`src/sv/ppdf_pkg.sv`:
```
// Shared constants, codes, pointer helpers and control structs for the
// parallel-port DAC FIFO core. No dependencies.
`timescale 1ns / 1ps
`default_nettype none

package ppdf_pkg;

    localparam int FIFO_DEPTH = 64;
    localparam int PTR_W      = $clog2(FIFO_DEPTH);
    localparam int LVL_W      = $clog2(FIFO_DEPTH + 1);
    localparam int CMP_W      = ((LVL_W > 8) ? LVL_W : 8) + 1;

    localparam int IN_W  = 48;
    localparam int OUT_W = 56;
    localparam int LEVEL_OUT_W = 7;

    // Command codes.
    localparam logic [1:0] CMD_WRITE   = 2'd0;
    localparam logic [1:0] CMD_READ    = 2'd1;
    localparam logic [1:0] CMD_PEEK    = 2'd2;
    localparam logic [1:0] CMD_CONSUME = 2'd3;

    // Register offsets within one parallel-port base.
    localparam logic [1:0] OFF_DATA    = 2'd0;
    localparam logic [1:0] OFF_STATUS  = 2'd1;
    localparam logic [1:0] OFF_CONTROL = 2'd2;

    localparam logic [15:0] PORT_BASE [3] = '{16'h0378, 16'h0278, 16'h03BC};
    localparam logic [15:0] PORT_SPAN = 16'd2;

    localparam logic [7:0] STATUS_INIT = 8'h07;
    localparam logic [7:0] STATUS_FULL = 8'h40;
    localparam logic [7:0] STATUS_ACK  = 8'h04;
    localparam logic [7:0] STATUS_BUSY = 8'h80;

    localparam int CTRL_LEFT_BIT  = 0;
    localparam int CTRL_RIGHT_BIT = 1;
    localparam int CTRL_MODE_BIT  = 3;

    localparam logic [2:0]       STROBE_MAX   = 3'd6;
    localparam logic [LVL_W-1:0] LEVEL_THRESH = LVL_W'(16);
    localparam logic [7:0]       SILENCE      = 8'd128;
    localparam logic [5:0]       STEREO_TALLY = 6'd33;

    typedef struct packed {
        logic load_in;    // capture the accepted input word
        logic exec;       // perform state updates, issue first peek read
        logic peek_next;  // capture first peek sample, issue second read
        logic finish;     // load the result register
    } ppdf_cmd_t;

    typedef struct packed {
        logic is_peek;
        logic out_free;
    } ppdf_stat_t;

    function automatic logic [PTR_W-1:0] ptr_inc(input logic [PTR_W-1:0] p);
        return (p == PTR_W'(FIFO_DEPTH - 1)) ? '0 : p + PTR_W'(1);
    endfunction

    // Wrapping add; one subtract suffices while n does not exceed the depth.
    function automatic logic [PTR_W-1:0] ptr_add(input logic [PTR_W-1:0] p,
                                                  input logic [LVL_W-1:0] n);
        logic [LVL_W:0] sum;
        sum = (LVL_W + 1)'(p) + (LVL_W + 1)'(n);
        if (sum >= (LVL_W + 1)'(FIFO_DEPTH)) begin
            sum = sum - (LVL_W + 1)'(FIFO_DEPTH);
        end
        return sum[PTR_W-1:0];
    endfunction

endpackage

`default_nettype wire

```
`src/sv/ppdf_ram.sv`:
```
// Generic single-write, single-read RAM with a registered read port.
// No dependencies.
`timescale 1ns / 1ps
`default_nettype none

module ppdf_ram #(
    parameter int WIDTH = 8,
    parameter int DEPTH = 64
) (
    input  wire logic                     aclk,
    input  wire logic                     we,
    input  wire logic [$clog2(DEPTH)-1:0] waddr,
    input  wire logic [WIDTH-1:0]         wdata,
    input  wire logic [$clog2(DEPTH)-1:0] raddr,
    output logic      [WIDTH-1:0]         rdata
);

    logic [WIDTH-1:0] mem [DEPTH];
    logic [WIDTH-1:0] rdata_reg;

    always_ff @(posedge aclk) begin
        if (we) begin
            mem[waddr] <= wdata;
        end
        rdata_reg <= mem[raddr];
    end

    assign rdata = rdata_reg;

endmodule

`default_nettype wire

```
`src/sv/ppdf_ctrl.sv`:
```
// Sequencing state machine for the parallel-port DAC FIFO core.
// Depends on ppdf_pkg for the command and status structs.
`timescale 1ns / 1ps
`default_nettype none

module ppdf_ctrl (
    input  wire logic                aclk,
    input  wire logic                aresetn,
    input  wire logic                s_tvalid,
    output logic                     s_tready,
    input  wire ppdf_pkg::ppdf_stat_t stat,
    output ppdf_pkg::ppdf_cmd_t      cmd
);
    import ppdf_pkg::*;

    localparam logic [1:0] ST_IDLE = 2'd0;
    localparam logic [1:0] ST_EXEC = 2'd1;
    localparam logic [1:0] ST_PEEK = 2'd2;
    localparam logic [1:0] ST_FIN  = 2'd3;

    logic [1:0] state_reg;
    logic [1:0] state_next;

    always_comb begin
        state_next = state_reg;
        s_tready   = 1'b0;
        cmd        = '0;
        case (state_reg)
            ST_IDLE: begin
                s_tready = 1'b1;
                if (s_tvalid) begin
                    cmd.load_in = 1'b1;
                    state_next  = ST_EXEC;
                end
            end
            ST_EXEC: begin
                cmd.exec   = 1'b1;
                state_next = stat.is_peek ? ST_PEEK : ST_FIN;
            end
            ST_PEEK: begin
                cmd.peek_next = 1'b1;
                state_next    = ST_FIN;
            end
            ST_FIN: begin
                // The next word may enter while this result is loaded.
                if (stat.out_free) begin
                    cmd.finish = 1'b1;
                    s_tready   = 1'b1;
                    if (s_tvalid) begin
                        cmd.load_in = 1'b1;
                        state_next  = ST_EXEC;
                    end else begin
                        state_next = ST_IDLE;
                    end
                end
            end
            default: begin
                state_next = ST_IDLE;
            end
        endcase
    end

    always_ff @(posedge aclk) begin
        if (!aresetn) begin
            state_reg <= ST_IDLE;
        end else begin
            state_reg <= state_next;
        end
    end

endmodule

`default_nettype wire

```
`src/sv/ppdf_datapath.sv`:
```
// Datapath of the parallel-port DAC FIFO core: port decode, latches, FIFO
// pointers, sample stores and the result register. Depends on ppdf_pkg, ppdf_ram.
`timescale 1ns / 1ps
`default_nettype none

module ppdf_datapath (
    input  wire logic                       aclk,
    input  wire logic                       aresetn,
    input  wire logic                       cfg_wr_en,
    input  wire logic                       cfg_wr_data,
    input  wire logic [ppdf_pkg::IN_W-1:0]  s_tdata,
    output logic                            m_tvalid,
    input  wire logic                       m_tready,
    output logic      [ppdf_pkg::OUT_W-1:0] m_tdata,
    input  wire ppdf_pkg::ppdf_cmd_t        cmd,
    output ppdf_pkg::ppdf_stat_t            stat
);
    import ppdf_pkg::*;

    // Captured input word.
    logic [1:0]  in_cmd_reg;
    logic [15:0] in_port_reg;
    logic [7:0]  in_value_reg;
    logic [7:0]  in_idx_reg;
    logic [7:0]  in_cnt_reg;

    logic enable_reg;

    logic [7:0]       latched_data_reg,    latched_data_next;
    logic [7:0]       latched_control_reg, latched_control_next;
    logic [2:0]       strobe_reg,          strobe_next;
    logic [PTR_W-1:0] l_rd_reg, l_rd_next, l_wr_reg, l_wr_next;
    logic [PTR_W-1:0] r_rd_reg, r_rd_next, r_wr_reg, r_wr_next;
    logic [LVL_W-1:0] l_fill_reg, l_fill_next, r_fill_reg, r_fill_next;
    logic [5:0]       tally_reg, tally_next;
    logic [7:0]       pd_reg, pd_next;
    logic [7:0]       l_now_reg, r_now_reg;
    logic [OUT_W-1:0] m_data_reg;
    logic             m_valid_reg;

    logic             hit;
    logic [1:0]       off;
    logic [15:0]      diff;
    logic             push_l, push_r;
    logic [7:0]       push_l_data;
    logic [7:0]       fall;
    logic [7:0]       status_byte;
    logic [LVL_W-1:0] drop_l, drop_r;
    logic [PTR_W-1:0] l_raddr, r_raddr;
    logic [7:0]       l_rdata, r_rdata;

    logic [7:0]       ln, lx, rn, rx, pn, px;
    logic             stereo;

    function automatic logic [LVL_W-1:0] now_off(input logic [LVL_W-1:0] fill,
                                                 input logic [7:0] idx);
        if (CMP_W'(fill) > CMP_W'(idx)) begin
            return LVL_W'(idx);
        end else if (fill != '0) begin
            return fill - LVL_W'(1);
        end
        return '0;
    endfunction

    function automatic logic has_next(input logic [LVL_W-1:0] fill,
                                      input logic [7:0] idx);
        return CMP_W'(fill) > (CMP_W'(idx) + CMP_W'(1));
    endfunction

    function automatic logic [LVL_W-1:0] clip(input logic [LVL_W-1:0] fill,
                                              input logic [7:0] cnt);
        return (CMP_W'(cnt) > CMP_W'(fill)) ? fill : LVL_W'(cnt);
    endfunction

    // Port decode against the three bases.
    always_comb begin
        hit  = 1'b0;
        off  = OFF_DATA;
        diff = '0;
        for (int k = 0; k < 3; k++) begin
            if (!hit && in_port_reg >= PORT_BASE[k]
                     && in_port_reg <= PORT_BASE[k] + PORT_SPAN) begin
                hit  = 1'b1;
                diff = in_port_reg - PORT_BASE[k];
                off  = diff[1:0];
            end
        end
    end

    always_comb begin
        status_byte = STATUS_INIT;
        if (strobe_reg >= STROBE_MAX) begin
            if (l_fill_reg >= LEVEL_THRESH) begin
                status_byte = status_byte | STATUS_FULL;
            end else begin
                status_byte = status_byte & ~STATUS_ACK;
            end
        end
        if (!latched_data_reg[7]) begin
            status_byte = status_byte | STATUS_BUSY;
        end
    end

    assign fall = latched_control_reg & ~in_value_reg;

    always_comb begin
        latched_data_next    = latched_data_reg;
        latched_control_next = latched_control_reg;
        strobe_next          = strobe_reg;
        tally_next           = tally_reg;
        pd_next              = pd_reg;
        push_l               = 1'b0;
        push_r               = 1'b0;
        push_l_data          = latched_data_reg;
        drop_l               = '0;
        drop_r               = '0;
        if (cmd.exec) begin
            pd_next = 8'd0;
            case (in_cmd_reg)
                CMD_WRITE: begin
                    pd_next = in_value_reg;
                    if (enable_reg && hit) begin
                        if (off == OFF_DATA) begin
                            latched_data_next = in_value_reg;
                            push_l            = 1'b1;
                            push_l_data       = in_value_reg;
                        end else if (off == OFF_CONTROL) begin
                            push_r = fall[CTRL_RIGHT_BIT];
                            push_l = fall[CTRL_LEFT_BIT];
                            if (fall[CTRL_MODE_BIT] && strobe_reg < STROBE_MAX) begin
                                strobe_next = strobe_reg + 3'd1;
                            end
                            latched_control_next = in_value_reg;
                        end
                    end
                end
                CMD_READ: begin
                    pd_next = in_value_reg;
                    if (enable_reg && hit) begin
                        case (off)
                            OFF_DATA:    pd_next = latched_data_reg;
                            OFF_STATUS:  pd_next = status_byte;
                            OFF_CONTROL: pd_next = latched_control_reg;
                            default:     pd_next = in_value_reg;
                        endcase
                    end
                end
                CMD_CONSUME: begin
                    if (enable_reg) begin
                        drop_l = clip(l_fill_reg, in_cnt_reg);
                        drop_r = clip(r_fill_reg, in_cnt_reg);
                    end
                end
                default: begin
                end
            endcase
        end
        if (push_r && tally_reg < STEREO_TALLY) begin
            tally_next = tally_reg + 6'd1;
        end
    end

    // Pointer and fill updates; a push into a full FIFO drops the oldest entry.
    always_comb begin
        l_rd_next   = ptr_add(l_rd_reg, drop_l);
        l_fill_next = l_fill_reg - drop_l;
        l_wr_next   = l_wr_reg;
        if (push_l) begin
            l_wr_next = ptr_inc(l_wr_reg);
            if (l_fill_reg == LVL_W'(FIFO_DEPTH)) begin
                l_rd_next = ptr_inc(l_rd_reg);
            end else begin
                l_fill_next = l_fill_reg + LVL_W'(1);
            end
        end
        r_rd_next   = ptr_add(r_rd_reg, drop_r);
        r_fill_next = r_fill_reg - drop_r;
        r_wr_next   = r_wr_reg;
        if (push_r) begin
            r_wr_next = ptr_inc(r_wr_reg);
            if (r_fill_reg == LVL_W'(FIFO_DEPTH)) begin
                r_rd_next = ptr_inc(r_rd_reg);
            end else begin
                r_fill_next = r_fill_reg + LVL_W'(1);
            end
        end
    end

    // First read of a peek fetches the current sample, the second the next one.
    // The next address is held afterwards so the sample survives a wait on m_tready.
    assign l_raddr = cmd.exec
                   ? ptr_add(l_rd_reg, now_off(l_fill_reg, in_idx_reg))
                   : ptr_add(l_rd_reg, LVL_W'(CMP_W'(in_idx_reg) + CMP_W'(1)));
    assign r_raddr = cmd.exec
                   ? ptr_add(r_rd_reg, now_off(r_fill_reg, in_idx_reg))
                   : ptr_add(r_rd_reg, LVL_W'(CMP_W'(in_idx_reg) + CMP_W'(1)));

    ppdf_ram #(.WIDTH(8), .DEPTH(FIFO_DEPTH)) u_left_ram (
        .aclk  (aclk),
        .we    (push_l),
        .waddr (l_wr_reg),
        .wdata (push_l_data),
        .raddr (l_raddr),
        .rdata (l_rdata)
    );

    ppdf_ram #(.WIDTH(8), .DEPTH(FIFO_DEPTH)) u_right_ram (
        .aclk  (aclk),
        .we    (push_r),
        .waddr (r_wr_reg),
        .wdata (latched_data_reg),
        .raddr (r_raddr),
        .rdata (r_rdata)
    );

    assign stereo = tally_reg > 6'd32;

    always_comb begin
        ln = 8'd0;
        lx = 8'd0;
        pn = 8'd0;
        px = 8'd0;
        if (in_cmd_reg == CMD_PEEK) begin
            ln = (l_fill_reg == '0) ? SILENCE : l_now_reg;
            lx = has_next(l_fill_reg, in_idx_reg) ? l_rdata : ln;
            pn = (r_fill_reg == '0) ? SILENCE : r_now_reg;
            px = has_next(r_fill_reg, in_idx_reg) ? r_rdata : pn;
        end
        rn = stereo ? pn : ln;
        rx = stereo ? px : lx;
    end

    always_ff @(posedge aclk) begin
        if (cmd.load_in) begin
            in_cmd_reg   <= s_tdata[1:0];
            in_port_reg  <= s_tdata[17:2];
            in_value_reg <= s_tdata[25:18];
            in_idx_reg   <= s_tdata[33:26];
            in_cnt_reg   <= s_tdata[41:34];
        end
        if (cmd.peek_next) begin
            l_now_reg <= l_rdata;
            r_now_reg <= r_rdata;
        end
        if (cmd.finish) begin
            m_data_reg <= {1'b0, stereo, LEVEL_OUT_W'(r_fill_reg),
                           LEVEL_OUT_W'(l_fill_reg), rx, rn, lx, ln, pd_reg};
        end
        pd_reg <= pd_next;
    end

    always_ff @(posedge aclk) begin
        if (!aresetn) begin
            enable_reg          <= 1'b0;
            latched_data_reg    <= '0;
            latched_control_reg <= '0;
            strobe_reg          <= '0;
            l_rd_reg            <= '0;
            l_wr_reg            <= '0;
            l_fill_reg          <= '0;
            r_rd_reg            <= '0;
            r_wr_reg            <= '0;
            r_fill_reg          <= '0;
            tally_reg           <= '0;
            m_valid_reg         <= 1'b0;
        end else begin
            if (cfg_wr_en) begin
                enable_reg <= cfg_wr_data;
            end
            latched_data_reg    <= latched_data_next;
            latched_control_reg <= latched_control_next;
            strobe_reg          <= strobe_next;
            l_rd_reg            <= l_rd_next;
            l_wr_reg            <= l_wr_next;
            l_fill_reg          <= l_fill_next;
            r_rd_reg            <= r_rd_next;
            r_wr_reg            <= r_wr_next;
            r_fill_reg          <= r_fill_next;
            tally_reg           <= tally_next;
            if (cmd.finish) begin
                m_valid_reg <= 1'b1;
            end else if (m_tready) begin
                m_valid_reg <= 1'b0;
            end
        end
    end

    assign stat.is_peek  = (in_cmd_reg == CMD_PEEK);
    assign stat.out_free = !m_valid_reg || m_tready;
    assign m_tvalid      = m_valid_reg;
    assign m_tdata       = m_data_reg;

endmodule

`default_nettype wire

```
`src/sv/parallel_port_dac_fifo_core.sv`:
```
// Top level of the parallel-port DAC FIFO core.
// Depends on ppdf_pkg, ppdf_ctrl and ppdf_datapath.
`timescale 1ns / 1ps
`default_nettype none

// The core emulates a parallel-port sound DAC at bases 0x378, 0x278 and
// 0x3BC, feeding two 64-entry sample FIFOs. Each input word is one bus
// access, a peek or a consume, and yields exactly one result word. Port
// writes, reads and consumes pass ST_EXEC and ST_FIN; a peek adds ST_PEEK,
// because each FIFO store has one registered read port and the current and
// next samples are fetched one after the other. A new word is taken while
// the previous result is being loaded, and the result register lets the
// result wait on m_tready without blocking the next access from starting.
// The enable register may be written only while no word is in flight.
module parallel_port_dac_fifo_core (
    input  wire logic                       aclk,
    input  wire logic                       aresetn,
    input  wire logic                       cfg_wr_en,
    input  wire logic                       cfg_wr_data,
    input  wire logic                       s_tvalid,
    output logic                            s_tready,
    // cmd[1:0], port[17:2], value[25:18], sample_index[33:26],
    // consume_count[41:34], zero fill[47:42]
    input  wire logic [ppdf_pkg::IN_W-1:0]  s_tdata,
    output logic                            m_tvalid,
    input  wire logic                       m_tready,
    // port_data[7:0], left_now[15:8], left_next[23:16], right_now[31:24],
    // right_next[39:32], left_level[46:40], right_level[53:47],
    // stereo_mode[54], zero fill[55]
    output logic      [ppdf_pkg::OUT_W-1:0] m_tdata
);
    import ppdf_pkg::*;

    ppdf_cmd_t  cmd;
    ppdf_stat_t stat;

    ppdf_ctrl u_ctrl (
        .aclk     (aclk),
        .aresetn  (aresetn),
        .s_tvalid (s_tvalid),
        .s_tready (s_tready),
        .stat     (stat),
        .cmd      (cmd)
    );

    ppdf_datapath u_datapath (
        .aclk        (aclk),
        .aresetn     (aresetn),
        .cfg_wr_en   (cfg_wr_en),
        .cfg_wr_data (cfg_wr_data),
        .s_tdata     (s_tdata),
        .m_tvalid    (m_tvalid),
        .m_tready    (m_tready),
        .m_tdata     (m_tdata),
        .cmd         (cmd),
        .stat        (stat)
    );

endmodule

`default_nettype wire

```
`config.mk`:
```
export PLATFORM = sky130hd
export DESIGN_NAME = parallel_port_dac_fifo_core
export DESIGN_NICKNAME = d
export VERILOG_FILES = /design/src/sv/ppdf_pkg.sv /design/src/sv/ppdf_ram.sv /design/src/sv/ppdf_ctrl.sv /design/src/sv/ppdf_datapath.sv /design/src/sv/parallel_port_dac_fifo_core.sv
export SDC_FILE = /design/constraint.sdc
export NUM_CORES = 1
export LEC_CHECK = 0
export CORE_MARGIN = 4
export CORE_UTILIZATION = 35
export CTS_BUF_LIST = sky130_fd_sc_hd__clkbuf_8
export DETAILED_ROUTE_END_ITERATION = 6
export DONT_BUFFER_PORTS = 1
export PLACE_DENSITY = 0.53
export SLEW_MARGIN = 25
export SYNTH_ARGS = -nofsm -noshare
export SYNTH_HDL_FRONTEND = slang
export SYNTH_HIERARCHICAL = 1
export SYNTH_SLANG_ARGS = --single-unit
```
`constraint.sdc`:
```
create_clock -name aclk -period 12.3 [get_ports aclk]
set_clock_uncertainty 0.2 [all_clocks]
set_input_delay 0.615 -clock aclk [delete_from_list [all_inputs] [get_ports aclk]]
set_output_delay 0.615 -clock aclk [all_outputs]
set_load 0.02 [all_outputs]
```
### Yosys cells after proc, flatten, opt, wreduce, memory -nomap -nowiden

Memory sizes are Yosys's and may differ from the RTL's. A register that Yosys moved wholly into a read port is not among the register bits.
Cells that the tools add are included.
W data, S select, Z words.

* $add $sub $neg: 28
* multiply operators: 0
* div/mod/pow operators: 0
* order comparisons: 23
* equality and inequality tests: 16
* shifts and indexed selects: 0
* multiplexer cells: 93
* bitwise operators: 3
* reduce and logical (&&, ||, !) cells: 23

Operators by type and width (count)
* $mux W8: 17
* $mux W7: 19
* $mux W6: 16
* $add A6 B7 Y8: 6
* $ge A16 B10 Y1 const B: 3
* $ge A8 B7 Y1 const B: 6
* $le A16 B10 Y1 const B: 3
* $sub A6 B1 Y6 const B: 6
* $mux W1: 31
* $add A6 B1 Y6 const B: 5
* $eq A6 B6 Y1 const B: 4
* $pmux W8 S3: 1
* $gt A7 B9 Y1: 2
* $gt A7 B8 Y1: 2
* $gt A8 B7 Y1: 2
* $pmux W8 S2: 1
* $add A7 B1 Y7 const B: 2
* $eq A7 B7 Y1 const B: 2
* $logic_not A7 Y1: 2
* $reduce_bool A7 Y1: 2
* $sub A7 B1 Y7 const B: 2
* $sub A7 B7 Y7: 2
* $eq A2 B2 Y1 const B: 5
* $mux W2: 5
* 23 further kinds: 40

* flip-flop bits (word level): 188
* latch bits: 0
* memory bits (writable): 1024
* ROM bits: 0
* input bits: 54
* output and inout bits: 58
* logic and storage cells: 210
* memories: 2

Memories
* u_datapath.u_left_ram.mem: depth 64, width 8, read ports 1, clocked after Yosys merged registers in 1, write ports 1, RTL line ppdf_ram.sv:18 `logic [WIDTH-1:0] mem [DEPTH];`
* u_datapath.u_right_ram.mem: depth 64, width 8, read ports 1, clocked after Yosys merged registers in 1, write ports 1, RTL line ppdf_ram.sv:18

### Logic depth before layout (Yosys ltp)

* depth in word-level cells: 19
* mapped depth: 21
* gate-level depth less buffers: 19

### By module

The synthesis kept the hierarchy.

By module, submodules not included
* ppdf_ram: instances 2, cells an instance 940, area each 20166.8 sq um, seq. area each 15534.9 sq um
* ppdf_datapath: instances 1, cells an instance 1008, area each 10736.5 sq um, seq. area each 4934.7 sq um
* ppdf_ctrl: instances 1, cells an instance 24, area each 207.7 sq um, seq. area each 40.0 sq um

### Worst setup path after synthesis

No wires, ideal clock.

* kind: reg2reg
* start: register u_datapath.in_idx_reg[1]
* end: register u_datapath.u_right_ram.rdata_reg[0] (netlist: u_datapath/u_right_ram/rdata[0]) (read register of u_datapath.u_right_ram.mem)
* setup time: 123 ps
* arrival time: 4127 ps
* required time: 11977 ps
* slack: 7849 ps
* stages on the path, launching flop included: 21
* path buffers: 3
* period minus slack after synthesis: 4451 ps
* cell sequence: edfxtp_1 inv_1 ha_1 nor2b_1 o211ai_1 a21boi_0 o21ai_1 mux2i_1 nor2_1 ha_1 fa_1 a21oi_1 nor2_1 nor2_1 xnor2_1 clkbuf_1 clkbuf_1 clkbuf_1 o2111ai_1 nand2_1 o2bb2ai_1

* word-level cells in the longest chain between the ends: 7
* elaborated cells between the ends (all ways): 14
* classes of those cells: add/sub: 5; order compare: 3; mux: 6

Ends and longest elaborated chain
* start: declaration: RTL line ppdf_datapath.sv:24 `logic [7:0] in_idx_reg;`
* start signal: assignment: RTL line ppdf_datapath.sv:238 `in_idx_reg <= s_tdata[33:26];`
* $gt A7 B8 Y1: RTL line ppdf_datapath.sv:57 `if (CMP_W'(fill) > CMP_W'(idx)) begin`
* $mux W7 or $mux W1 (tied branches): RTL line ppdf_datapath.sv:57
* $mux W7: RTL line ppdf_datapath.sv:62 `return '0;`
* $add A6 B7 Y8: RTL line ppdf_pkg.sv:65 `sum = (LVL_W + 1)'(p) + (LVL_W + 1)'(n);`
* $ge A8 B7 Y1 or $sub A6 B1 Y6 (tied branches): RTL line ppdf_pkg.sv:66, ppdf_pkg.sv:67
* $mux W6: RTL line ppdf_pkg.sv:66 `if (sum >= (LVL_W + 1)'(FIFO_DEPTH)) begin`
* $mux W6 (*): RTL line ppdf_datapath.sv:195 `? ptr_add(r_rd_reg, now_off(r_fill_reg, in_idx_reg))`
* via u_datapath.r_raddr[4]: RTL line ppdf_datapath.sv:49 `logic [PTR_W-1:0] l_raddr, r_raddr;`
* end: declaration: RTL line ppdf_ram.sv:19 `logic [WIDTH-1:0] rdata_reg;`

The timed path passes the listed nets; every way through them passes the cells marked *.
A chain may end at the register's enable or synchronous reset.

### Final worst setup path

* start: register u_datapath.l_fill_reg[0]
* end: register u_datapath.u_left_ram.rdata_reg[6] (netlist: u_datapath/u_left_ram/rdata[6]) (read register of u_datapath.u_left_ram.mem)

* word-level cells in the longest chain between the ends: 8
* elaborated cells between the ends (all ways): 13
* classes of those cells: add/sub: 3; order compare: 2; mux: 7; reduce/logical: 1

Ends and longest elaborated chain
* start: declaration: RTL line ppdf_datapath.sv:34 `logic [LVL_W-1:0] l_fill_reg, l_fill_next, r_fill_reg, r_fill_next;`
* start signal: assignment: RTL line ppdf_datapath.sv:275 `l_fill_reg <= l_fill_next;`
* $sub A7 B1 Y7 or $reduce_bool A7 Y1 (tied branches): RTL line ppdf_datapath.sv:60, ppdf_datapath.sv:59
* $mux W7 or $mux W1 (tied branches): RTL line ppdf_datapath.sv:59 `end else if (fill != '0) begin`
* $mux W7 or $mux W1 (tied branches): RTL line ppdf_datapath.sv:57
* $mux W7 (*): RTL line ppdf_datapath.sv:62
* $add A6 B7 Y8 (*): RTL line ppdf_pkg.sv:65
* $ge A8 B7 Y1 or $sub A6 B1 Y6 (tied branches): RTL line ppdf_pkg.sv:66, ppdf_pkg.sv:67
* $mux W6 (*): RTL line ppdf_pkg.sv:66
* $mux W6 (*): RTL line ppdf_datapath.sv:192 `? ptr_add(l_rd_reg, now_off(l_fill_reg, in_idx_reg))`
* via u_datapath.l_raddr[3]: RTL line ppdf_datapath.sv:49
* end: declaration: RTL line ppdf_ram.sv:19

The timed path passes the listed nets; every way through them passes the cells marked *. The select of a mux whose other input is x is not followed.

==> reports/results.ini <==
[detailed_routing]
wl_per_cell_um = 24.54
postRouteAntennaNets = 0
drt_pre_antenna_iters = 5
vias = 27610
route.detailed.drc = 0
wl_mm = 126.8
drtIter0Drc = 2254
viasPerCell = 5.343

[synth]
yosys_most_used_dff = edfxtp_1
yosysWarnings = 6
synth_seq_area_share_pct = 70.29
ys_seq_elements = 1228
synth_mux_area_share_pct = 13.66
synth_fa_ha_area_share_pct = 2.503
synthesis.area_um2 = 51280
async_flop_share_pct = 0
synth_compound_area_share_pct = 4.294
synth-simple-area-share_pct = 6.293
synth_top_family_by_area = multiplexers
syn_nets = 3065
synth_xor_area_share_pct = 1.042
syn_inst = 2912
syn_avg_cell_area_um2 = 17.61
synthDistinctLibCells = 91
synth_edf_count = 1145

[global_route]
antenna_found_initial = 10
grt.overflow.total = 0
grt_max_degree = 95
grt_use_total_pct = 16.57
grtUsageMet3_pct = 3.504
met2_usage_pct = 26.68
top_usage_layer = met2
grt_use_met1_pct = 22.61
grt_pass1_vias = 28520
grt_pass1_wl_mm = 188.4

[sta]
max_freq_ghz = 0.1446
worstMarginPinSlew_ps = 1067
finalSetupViolCount = 0
setup_tns_ps = 0
finalMaxSlewViolations = 0
final.min_clock_period_ps = 6916
rsz0062_at_grt = no
final.period_utilization_pct = 56.23
slew_headroom_pct = 28.58
hold_viol = 0

[clock_tree]
post_cts_buffers = 0
cts_root_buf = clkbuf_8
holdBufCountCts = 49
clkTransAtPathRegs_ps = 70
cts_tree = built
clk_path_buf_depth = 3
numCtsBuffers = 199
clock_latency_ps = 900
cts.sinks = 1228
htree_levels = 4
ctsResizeCount = 0

[critical_path]
start_kind = register
crit_path_max_fanout = 46
reg2reg_slack_ps = 5380
cp.required_ps = 12910
criticalPathCategory = reg -> reg
worst_ep_arrival_time_ps = 7530
critPathCaptureType = register

[floorplan]
die_w_um = 390.8
die_h_um = 390.8
fp-row-count = 140
die_area_um2 = 152700
start_util_pct = 35.23
top_level_ports = 112
core_um2 = 145600

[place]
placed_cell_area_um2 = 53430
dp_hpwl_mm = 80.20
gp_congestion = 0.8781
portBuffers = 0

[cells_and_area]
multi_input_area_um2 = 14410
num-nets-final = 3232
n_fill_cell = 13070
mostFrequentLayoutCells = edfxtp_1, nor2_1, mux4_2
register_area_um2 = 36050
layout_commonest_cell = edfxtp_1
area_delta_synth_final_pct = 12.65
drive_above_1_share_pct = 19.88
finalInstanceArea_um2 = 57770

[run]
max-cap-violations = 0

[worst_hold_path]
holdCritPathClass = in -> reg

[run_status]
status = complete, no violations

[power]
p_leak_nw = 16.79
ir_worst_vdd_v = 0.0002043
cellPowerDensity_nw_per_um2 = 210.2

path summary, 6_finish.rpt:
path / cells after the start / endpoint / startpoint
max: 18 / u_datapath/u_left_ram/rdata[6] / u_datapath/l_fill_reg[0]
min: 1 / u_datapath/in_cnt_reg[7] / s_tdata[41]
max reg2reg: 18 / u_datapath/u_left_ram/rdata[6] / u_datapath/l_fill_reg[0]
min reg2reg: 0 / u_datapath/m_tdata[1] / u_datapath/pd_reg[1]
power by group:
part           total [mW]  leakage, nW  switching [mW]  internal [mW]
registers            4.88         9.23           0.181           4.70
clock network        3.37         2.15            1.61           1.75
logic                3.89         5.40            2.41           1.48
total                12.1         16.8            4.20           7.94
area by class of cell:
| class | instances | area share [%] |
|---|---|---|
| Antenna cell | 5 | 0.02166 |
| Clock buffer | 206 | 4.908 |
| Clock inverter | 161 | 1.683 |
| Inverter | 60 | 0.3920 |
| Multi-Input combinational cell | 1495 | 24.94 |
| Sequential cell | 1228 | 62.42 |
| Tap cell | 1917 | 4.152 |
| Timing Repair Buffer | 95 | 1.486 |
critical path, cell delays in order, from the launching register on:
cell and delay [ps]:
dfxtp_1 610, inv_1 280, ha_1 380, nor4b_1 60, a311oi_1 510, nand2_1 310
mux2i_1 180, a21oi_1 600, ha_1 370, a21o_1 190, a21oi_1 280, xnor2_2 150
buf_4 560, nand2b_1 470, a211oi_1 100, nor4_1 370, nor3_1 140, o32ai_1 700
buf_4 270
cell usage after synthesis (6+ instances only):
cell type / n / area [um2]
xor2_1: 26 / 227.7
o22ai_1: 17 / 106.4
a211oi_1: 34 / 255.2
ha_1: 93 / 1164
a31oi_1: 6 / 37.54
a221oi_1: 12 / 105.1
mux2i_1: 91 / 910.9
o2bb2ai_1: 6 / 52.55
buf_4: 27 / 202.7
o221ai_1: 18 / 157.7
nand2_1: 117 / 439.2
a311o_1: 9 / 90.09
nand2b_1: 28 / 175.2
fa_1: 6 / 120.1
o21ai_0: 25 / 125.1
or3_1: 7 / 43.79
buf_6: 9 / 101.4
nand3_1: 61 / 305.3
a21oi_1: 68 / 340.3
a22oi_1: 11 / 82.58
nor2b_1: 42 / 262.8
o2111ai_1: 14 / 122.6
a21o_1: 11 / 82.58
and2_1: 17 / 106.4
edfxtp_1: 1145 / 34380
nand3b_1: 7 / 52.55
nor3_1: 28 / 140.1
buf_1: 8 / 30.03
buf_2: 29 / 145.1
dfxtp_1: 83 / 1662
o21ai_1: 8 / 40.04
nor2_1: 259 / 972.2
clkbuf_1: 52 / 195.2
mux4_2: 252 / 5675
and3_1: 24 / 150.1
inv_1: 60 / 225.2
nor4_1: 8 / 50.05
xnor2_1: 35 / 306.5
o21a_1: 9 / 67.56
nand4_1: 14 / 87.58
mux2_2: 35 / 394.1
per-stage QoR:
stage                     hold WS (ps)  cells  worst slack [ps]  power (mW)  utilization (%)
final                            136.5   5167              5384       12.14            39.68
after global routing             51.38   5165              5294       12.76            39.68
after CTS                        9.324   5162              5602       12.30            39.66
after detailed placement         205.4   4746              5676       8.872            36.70
after global placement           224.4   4746              5592       8.823            36.70
after floorplan                  200.3   2912              7849       7.764                -
routing by layer:
metal | up-vias | wire length, um
li1 | 12040 | -
met1 | 14390 | 55140
met2 | 956 | 60580
met3 | 217 | 7983
met4 | 0 | 3113
met5 | - | 0
cells by family (layout without fill, tap and decap cells):
logic type	count (synthesis)	after routing
XOR/XNOR	61	61
multiplexers	379	379
AND/OR/NAND/NOR	650	650
AO/OA/AOI/OAI	305	305
other	1	6
buffers and inverters	189	522
flip-flops	1228	1228
adder cells (fa/ha/maj)	99	99
Power figures use the tool's default switching activity.
